$ cat config.mk
export PLATFORM = sky130hd
export DESIGN_NAME = gvba_ctrl
export DESIGN_NICKNAME = d
export VERILOG_FILES = /design/src/design/gvba_pkg.sv /design/src/design/gvba_ctrl.sv
export SDC_FILE = /design/constraint.sdc
export NUM_CORES = 1
export LEC_CHECK = 0
export BUFFER_PORTS_ARGS = -buffer_cell sky130_fd_sc_hd__buf_2
export CAP_MARGIN = 20
export CELL_PAD_IN_SITES_DETAIL_PLACEMENT = 1
export CELL_PAD_IN_SITES_GLOBAL_PLACEMENT = 1
export CORE_UTILIZATION = 28
export DETAILED_ROUTE_END_ITERATION = 8
export PLACE_DENSITY = 0.71
export SLEW_MARGIN = 0
export SYNTH_ARGS = -nofsm -noshare
export SYNTH_HDL_FRONTEND = slang
export SYNTH_SLANG_ARGS = --single-unit
$ cat constraint.sdc
create_clock -name clock -period 1.9 [get_ports clock]
set_input_delay 0.19 -clock clock [delete_from_list [all_inputs] [get_ports clock]]
set_output_delay 0.19 -clock clock [all_outputs]
set_load 0.02 [all_outputs]
$ cat src/design/gvba_pkg.sv
// Package for the grid vector bin averaging block: payload structs, mesh
// constants, controller state type and the controller/datapath command links.
// No dependencies.
`default_nettype none
package gvba_pkg;

   localparam int MESH_Y      = 32;
   localparam int MESH_Z      = 32;
   localparam int GRID_PITCH  = 16;
   localparam int WINDOW_HALF = 5;

   localparam int CELLS  = MESH_Y * MESH_Z;
   localparam int CELL_W = (CELLS > 1) ? $clog2(CELLS) : 1;

   // bin windows in Q12.4 units
   localparam int BIN_STEP = GRID_PITCH * 16;
   localparam int BIN_OFF  = WINDOW_HALF * 16;
   localparam int BIN_SPAN = 2 * BIN_OFF;

   localparam int DIV_STEPS  = 33;
   localparam int SQRT_STEPS = 24;
   localparam int ITER_W     = 6;

   localparam logic [1:0] CSR_QUALITY_MIN = 2'd0;
   localparam logic [1:0] CSR_QUALITY_MAX = 2'd1;
   localparam logic [1:0] CSR_SPEED_SCALE = 2'd2;
   localparam logic [1:0] CSR_SPEED_LIMIT = 2'd3;

   typedef struct packed {
      logic               mode;
      logic [15:0]        pos_y;
      logic [15:0]        pos_z;
      logic signed [15:0] disp_y;
      logic signed [15:0] disp_z;
      logic [15:0]        quality;
      logic [4:0]         query_y;
      logic [4:0]         query_z;
   } req_type;

   typedef struct packed {
      logic               binned;
      logic [4:0]         hit_y;
      logic [4:0]         hit_z;
      logic signed [15:0] mean_y;
      logic signed [15:0] mean_z;
      logic [15:0]        speed;
      logic               rejected;
      logic               empty_res;
      logic [31:0]        vector_total;
   } rsp_type;

   typedef struct packed {
      logic signed [31:0] sum_y;
      logic signed [31:0] sum_z;
      logic [15:0]        count;
   } cell_type;

   typedef enum logic [3:0] {
      ST_CLEAR,
      ST_IDLE,
      ST_READ,
      ST_DIV,
      ST_MEAN,
      ST_SQ,
      ST_SQRT,
      ST_MUL,
      ST_FIN,
      ST_DONE
   } state_type;

   typedef struct packed {
      logic clr_wr;
      logic capture;
      logic accum;
      logic mark_empty;
      logic div_init;
      logic div_step;
      logic mean_calc;
      logic sq_calc;
      logic sqrt_step;
      logic mul_calc;
      logic fin_calc;
      logic out_load;
   } cmd_type;

   typedef struct packed {
      logic clr_last;
      logic mode;
      logic empty;
      logic div_last;
      logic sqrt_last;
   } sts_type;

endpackage
`default_nettype wire

$ cat src/design/gvba_ctrl.sv
// Controller for the grid vector bin averaging block: clear sweep, item
// sequencing and the result valid flag. Depends on gvba_pkg.
`default_nettype none
module gvba_ctrl import gvba_pkg::*; (
   input  wire logic    clock,
   input  wire logic    reset,
   input  wire logic    req_valid,
   output logic         req_stall,
   output logic         rsp_valid,
   input  wire logic    rsp_stall,
   input  wire sts_type sts,
   output cmd_type      cmd
);

   state_type state_ff, state_in;
   logic      rsp_valid_ff, rsp_valid_in;

   always_comb begin
      state_in = state_ff;
      case (state_ff)
         ST_CLEAR: if (sts.clr_last) state_in = ST_IDLE;
         ST_IDLE:  if (req_valid) state_in = ST_READ;
         ST_READ: begin
            if (!sts.mode || sts.empty) state_in = ST_DONE;
            else state_in = ST_DIV;
         end
         ST_DIV:   if (sts.div_last) state_in = ST_MEAN;
         ST_MEAN:  state_in = ST_SQ;
         ST_SQ:    state_in = ST_SQRT;
         ST_SQRT:  if (sts.sqrt_last) state_in = ST_MUL;
         ST_MUL:   state_in = ST_FIN;
         ST_FIN:   state_in = ST_DONE;
         ST_DONE:  if (!rsp_valid_ff || !rsp_stall) state_in = ST_IDLE;
         default:  state_in = ST_CLEAR;
      endcase
   end

   always_comb begin
      cmd = '0;
      case (state_ff)
         ST_CLEAR: cmd.clr_wr = 1'b1;
         ST_IDLE:  cmd.capture = req_valid;
         ST_READ: begin
            cmd.accum      = !sts.mode;
            cmd.mark_empty = sts.mode && sts.empty;
            cmd.div_init   = sts.mode && !sts.empty;
         end
         ST_DIV:   cmd.div_step = 1'b1;
         ST_MEAN:  cmd.mean_calc = 1'b1;
         ST_SQ:    cmd.sq_calc = 1'b1;
         ST_SQRT:  cmd.sqrt_step = 1'b1;
         ST_MUL:   cmd.mul_calc = 1'b1;
         ST_FIN:   cmd.fin_calc = 1'b1;
         ST_DONE:  cmd.out_load = !rsp_valid_ff || !rsp_stall;
         default:  cmd = '0;
      endcase
   end

   always_comb begin
      rsp_valid_in = rsp_valid_ff;
      if (cmd.out_load) rsp_valid_in = 1'b1;
      else if (!rsp_stall) rsp_valid_in = 1'b0;
   end

   always_ff @(posedge clock) begin
      if (reset) begin
         state_ff     <= ST_CLEAR;
         rsp_valid_ff <= 1'b0;
      end else begin
         state_ff     <= state_in;
         rsp_valid_ff <= rsp_valid_in;
      end
   end

   assign req_stall = (state_ff != ST_IDLE);
   assign rsp_valid = rsp_valid_ff;

endmodule
`default_nettype wire

==> metrics, run 1 <==
outcome complete, no violations; largest buffer count on any clock path 2; fraction of power consumed by sequential logic a little under a third; DRC violation count after routing 0; Crit. End Element primary output; CP Class reg -> out; Buffers & Inverters on Critical Path 1; tightest hold margin ~170 ps; width of the die 41.55 um; wire per inst 13.06 um; post-layout net count 95; Worst Tran Pin Value 345.8 ps; IO Count 23; largest net degree at the start of global routing 16; hold crit path type in -> reg; Area contributors post-synth dfxtp_1, nor2_1, nand2_1; hold_buf cts 0; clock tree root buffer cell clkbuf_4; prevailing post-synth register cell dfxtp_1; number of buffers inserted during clock tree synthesis 3; first-pass iteration count of the detailed router 4; wire length of the first global-routing pass 2.173 mm; number of flops mapped to enable cells by yosys 0; clock group share of total power 23.4%; yosys synthesis warning count 0; buffers added on ports 22; Slowest-stage cell, CP dfxtp_2; initial cell density of the core a little under a third; Commonest cells post-synth nor2_1, nand2_1, dfxtp_1; Global Route Usage Sum about 16%; Floorplan Core Area 0.001383 mm2; data arrival time of the critical path 1550 ps; Die Footprint 0.001726 mm2; vias post-DR 514; combinational group share of total power 45.6%; area used by multi-input combinational logic 291.5 um2; Critical Path Start Type flop; Routed Antenna Nets 0; final number of max-transition violations 0; total nets after synthesis 72; final-report setup violation count 0; cell accounting for the most synthesized area dfxtp_1; sequential cell area 102.6 um2; number of fill cells in the layout 184; layout cell share with drive strength beyond 1 between 30 and 40%; fraction of synthesized cell area taken by the top area cell type 22.86%; vias in the first global route roughly 470; total internal power 296.8 uW; required time at the worst-slack endpoint 1710 ps; worst-path fanout max 10; FP Rows 13; initial antenna violation count 0; number of clock sinks 5; final std cell area, no fill ~580 um2; clock transition at the register clock pins on the worst setup and hold paths after CTS 40 ps; maximum frequency from static timing analysis 575.8 MHz; H-tree lvl count 1; placed inst area 544.3 um2; total net switching power 206.8 uW; Final Cycle Share 91.40%; P per Cell Area roughly 870 mW/mm2; Post-Syn Instances 63; summed instance area of the synthesized netlist 437.9 um2; Post-Route Skew between 2 and 2.5 ps; post-layout worst setup margin about 160 ps; leakage power 0.0002750 uW; final critical path time including I/O delays and setup 1737 ps; synthesis-to-finish area growth 31.43%; RSZ-0062 raised after global routing false; Total Routed Length 1.306 mm; total setup buffers inserted after CTS 0; via/cell ratio 5.140; headroom to the max-slew limit 76.91%; TritonCTS clock tree built; ordered list of cells on the worst path or2_4 > or3_1 > nor2_1 > buf_2; Top Family by Delay on Critical Path simple AND/OR/NAND/NOR gates; synth unique cells 27; number of inserted diodes 0; switching portion of total power 41.07%; slowest cell delay on critical path 380 ps; Avg Inst Size Synth 6.951 um2; violation count after the first detailed-route iteration 7; Async SR Flop Fraction 0%; count of final hold-check violations 0; Synth Register Bits 5; sequential element share of the synthesized area 22.86%; final setup TNS 0 ps; number of gates given a new drive strength after cts 0; Max-Cap Viols 0; clock latency on the worst-skew pair 230 ps; Die Height 41.55 um; Max IR drop VDD between 400 and 500 uV; most repeated cell in the gate-level netlist after synthesis nor2_1; overflow left after global routing 0; post-DP HPWL about 990 um; final weighted congestion in routability-driven placement 0.8029; setup slack at placement 280.9 ps
==> final timing paths <==
kind	start	end	slack [ps]	cells after the start
hold / removal	reset	rsp_valid$_SDFFE_PP0P_	170	2
setup / recovery	state_ff[3]$_SDFFE_PP0P_	cmd[8]	160	4
setup reg to reg	state_ff[1]$_SDFFE_PP0P_	state_ff[0]$_SDFFE_PP0P_	390	4
hold reg to reg	rsp_valid$_SDFFE_PP0P_	rsp_valid$_SDFFE_PP0P_	490	2
==> power by group through the flow <==
stage	clock, uW	combinational [uW]	sequential (uW)
after detailed placement	0	224	154
after floorplan	0	192	127
final	118	230	156
after global routing	130	254	159
after global placement	0	219	153
after CTS	125	225	153
==> metal layers <==
| layer | vias to the layer above | global-route usage (%) | part of all wire (%) |
|---|---|---|---|
| met5 | - | 0 | 0 |
| met4 | 0 | 5.806 | 0 |
| met3 | 0 | 2.609 | 2.1 |
| met2 | 7 | 23.75 | 47 |
| met1 | 246 | 22.22 | 50 |
| li1 | 261 | - | - |
==> final cells by class <==
type                    count  share of cell area, %
multi-input cells          49                  50.65
repair buffers             24                  21.74
flip-flops and latches      5                  17.83
clock buffers               4                  4.565
well taps                  15                  3.261
inverters                   3                  1.957
==> metrics by stage <==
step                total power (uW)  utilization [%]  instances
finish                         503.6            41.63        100
floorplan                      319.4                -         63
global placement               372.3            39.37         96
global route                   542.8            41.63        100
CTS                            503.2            41.27        100
detailed placement             378.7            39.37         96
==> cells in the final DEF, fill, tap and decap left out <==
cell / n
or4b_4: 1
a21oi_1: 3
a211oi_2: 1
nand3b_1: 2
a31oi_1: 1
o311a_1: 2
or2_4: 1
dfxtp_2: 2
nor2b_1: 1
buf_2: 22
buf_4: 2
a2111oi_1: 1
or3_1: 2
a21oi_4: 1
o21ai_0: 1
and3_1: 1
clkbuf_1: 1
nor2_1: 12
clkbuf_4: 3
nor3_1: 3
inv_1: 3
nand2b_1: 2
dfxtp_1: 3
a211o_1: 1
o21bai_1: 1
nand2_1: 9
nand3_1: 2
or4bb_1: 1
==> sequential cells by signal, summed over array words and instances, names as in the netlist <==
name / flops
state_ff: 4
rsp_valid: 1
==> cells by family after synthesis <==
logic type / share of synthesized area, %
AND/OR/NAND/NOR: 42.85
AO/OA/AOI/OAI: 23.14
buffers and inverters: 11.14
flip-flops: 22.86
==> worst reg2reg max path: cells and delay by family (launching register included) <==
family           cells  cell delay, ps
AO/OA/AOI/OAI        3             600
flip-flops           1             390
AND/OR/NAND/NOR      1             410
No activity file was read; power rests on OpenSTA's default activity.
==> run 2, diff against run 1 <==
--- a/config.mk
+++ b/config.mk
@@ -11,7 +11,7 @@
 export CELL_PAD_IN_SITES_GLOBAL_PLACEMENT = 1
 export CORE_UTILIZATION = 28
 export DETAILED_ROUTE_END_ITERATION = 8
-export PLACE_DENSITY = 0.71
+export PLACE_DENSITY = 0.76
 export SLEW_MARGIN = 0
 export SYNTH_ARGS = -nofsm -noshare
 export SYNTH_HDL_FRONTEND = slang
==> run 2 against run 1 <==
Against the previous run:
- clock power about the same
- global-route usage decreased by 1.0 points
- utilization unchanged
- largest cell class unchanged
- die area unchanged
- maximum frequency decreased by 1.4%
- cell count unchanged
- clock skew decreased by 1.7 ps
- wire length decreased by 2.2%
- non-clock buffer count unchanged
- via count unchanged
- register-to-register slack about the same
- setup slack got worse by 24 ps
==> metrics, run 2 (synthesized netlist as in run 1, its figures left out) <==
initial antenna violation count 0 (unchanged); final-report setup violation count 0 (unchanged); IO Count 23 (unchanged); ordered list of cells on the worst path or2_4 > or3_1 > nor2_1 > buf_2 (unchanged); DRC violation count after routing 0 (unchanged); Slowest-stage cell, CP dfxtp_2 (unchanged); number of clock sinks 5 (unchanged); total setup buffers inserted after CTS 0 (unchanged); max reg flops 4 (unchanged); Total Routed Length 1.277 mm (was 1.306 mm); clock transition at the register clock pins on the worst setup and hold paths after CTS 40 ps (about the same); post-DP HPWL 1.011 mm (was 992.7 um); r2r setup slk 380 ps (was 390 ps); H-tree lvl count 1 (unchanged); post-layout net count 95 (unchanged); hold_buf cts 0 (unchanged); total placed cells including tap cells 96 (unchanged); headroom to the max-slew limit 77.44% (was 76.91%); Final Cycle Share 92.69% (was 91.40%); most frequent cells in the layout buf_2, nor2_1, nand2_1 (unchanged); slowest cell delay on critical path 390 ps (was 380 ps); Largest Register state_ff (unchanged); largest net degree at the start of global routing 16 (unchanged); WHS Path Cells 2 (unchanged); Die Footprint 0.001726 mm2 (unchanged); Global Route Usage Sum 14.71% (was 15.72%); first-pass iteration count of the detailed router 4 (unchanged); Critical Path Start Type flop (unchanged); Max IR drop VDD 357.7 uV (was 493.3 uV); TritonCTS clock tree built (unchanged); leakage power 0.0002761 uW (was 0.0002750 uW); largest buffer count on any clock path 2 (unchanged); via/cell ratio 5.140 (unchanged); final setup TNS 0 ps (unchanged); final critical path time including I/O delays and setup 1761 ps (was 1737 ps); count of final hold-check violations 0 (unchanged); Routed Antenna Nets 0 (unchanged); Post-Route Skew 0.6257 ps (was 2.315 ps); number of fill cells in the layout 191 (was 184); RSZ-0062 raised after global routing false (unchanged); Crit. End Element primary output (unchanged); post-route non-filler standard cell count 100 (unchanged); data arrival time of the critical path 1570 ps (was 1550 ps); final weighted congestion in routability-driven placement 0.7455 (was 0.8029); P per Cell Area 875.5 mW/mm2 (was 875.0 mW/mm2); buffers added on ports 22 (unchanged); vias post-DR 514 (unchanged); layout cell share with drive strength beyond 1 38.82% (unchanged); met1 Track Usage GR 18.95% (was 22.22%); overflow left after global routing 0 (unchanged); worst-path fanout max 15 (was 10); met3 track demand over resource in global routing 0% (was 2.609%); CP Class reg -> out (unchanged); end-of-flow core utilization 41.63% (unchanged); required time at the worst-slack endpoint 1710 ps (about the same); vias in the first global route 478 (was 465); tightest hold margin 170.5 ps (was 165.9 ps); synthesis-to-finish area growth 31.43% (unchanged); final std cell area, no fill 575.6 um2 (unchanged); violation count after the first detailed-route iteration 8 (was 7); FP Rows 13 (unchanged); wire per inst 12.77 um (was 13.06 um); width of the die 41.55 um (unchanged); Max-Cap Viols 0 (unchanged); hold crit path type in -> reg (unchanged); wire length of the first global-routing pass 2.070 mm (was 2.173 mm); final number of max-transition violations 0 (unchanged); initial cell density of the core 31.67% (unchanged); depth of the most critical reg-to-reg path 4 (unchanged); Die Height 41.55 um (unchanged); Global Route met2 Usage 25.94% (was 23.75%); number of gates given a new drive strength after cts 0 (unchanged); Floorplan Core Area 0.001383 mm2 (unchanged); clock latency on the worst-skew pair 230 ps (about the same); layer with the highest usage after global routing met2 (unchanged); clock tree root buffer cell clkbuf_4 (unchanged); most common cell after layout, fill and taps aside buf_2 (unchanged); number of buffers inserted during clock tree synthesis 3 (unchanged); outcome complete, no violations (unchanged); placed inst area 544.3 um2 (unchanged); Worst Tran Pin Value 337.5 ps (was 345.8 ps); maximum frequency from static timing analysis 567.9 MHz (was 575.8 MHz); number of inserted diodes 0 (unchanged)
run 2: cell counts in the layout (fill, tap and decap cells not counted):
Identical to the previous run, type by type.
run 2: worst paths after layout:
check / end / start
hold / removal: rsp_valid$_SDFFE_PP0P_ / reset
setup / recovery: cmd[9] / state_ff[0]$_SDFFE_PP0P_
hold reg to reg: rsp_valid$_SDFFE_PP0P_ / rsp_valid$_SDFFE_PP0P_
setup reg to reg: state_ff[0]$_SDFFE_PP0P_ / state_ff[0]$_SDFFE_PP0P_
run 2: layout make-up:
class | count | area, um2 | share of cell area, %
Multi-Input combinational cell | 49 | 291.5 | 50.65
Sequential cell | 5 | 102.6 | 17.83
Clock buffer | 4 | 26.28 | 4.565
Inverter | 3 | 11.26 | 1.957
Tap cell | 15 | 18.77 | 3.261
Timing Repair Buffer | 24 | 125.1 | 21.74
run 2: critical path: cells and delay by family, from the launching register on:
kind	cells	cell delay [ps]
AND/OR/NAND/NOR	3	770
buffers and inverters	1	180
flip-flops	1	390
run 2: per-layer routing:
metal  part of all wire (%)  routed length (um)
met1                     44                 562
met2                     54                 689
met5                      0                   0
met3                    2.0                  25
met4                      0                   0
run 2: report_power, final:
part           switching, uW  total, uW  internal [uW]  leakage [uW]
clock network           39.9        119           79.2     0.0000150
logic                    136        231           95.4      0.000220
registers               33.4        154            120     0.0000414
run 2: stage by stage:
step           power (uW)  worst slack (ps)
2_1_floorplan       319.4             259.5
3_3_place_gp        366.9             345.6
3_5_place_dp        375.2             283.4
4_1_cts             499.4             20.62
5_1_grt             543.8             78.68
6_report            503.9             139.0
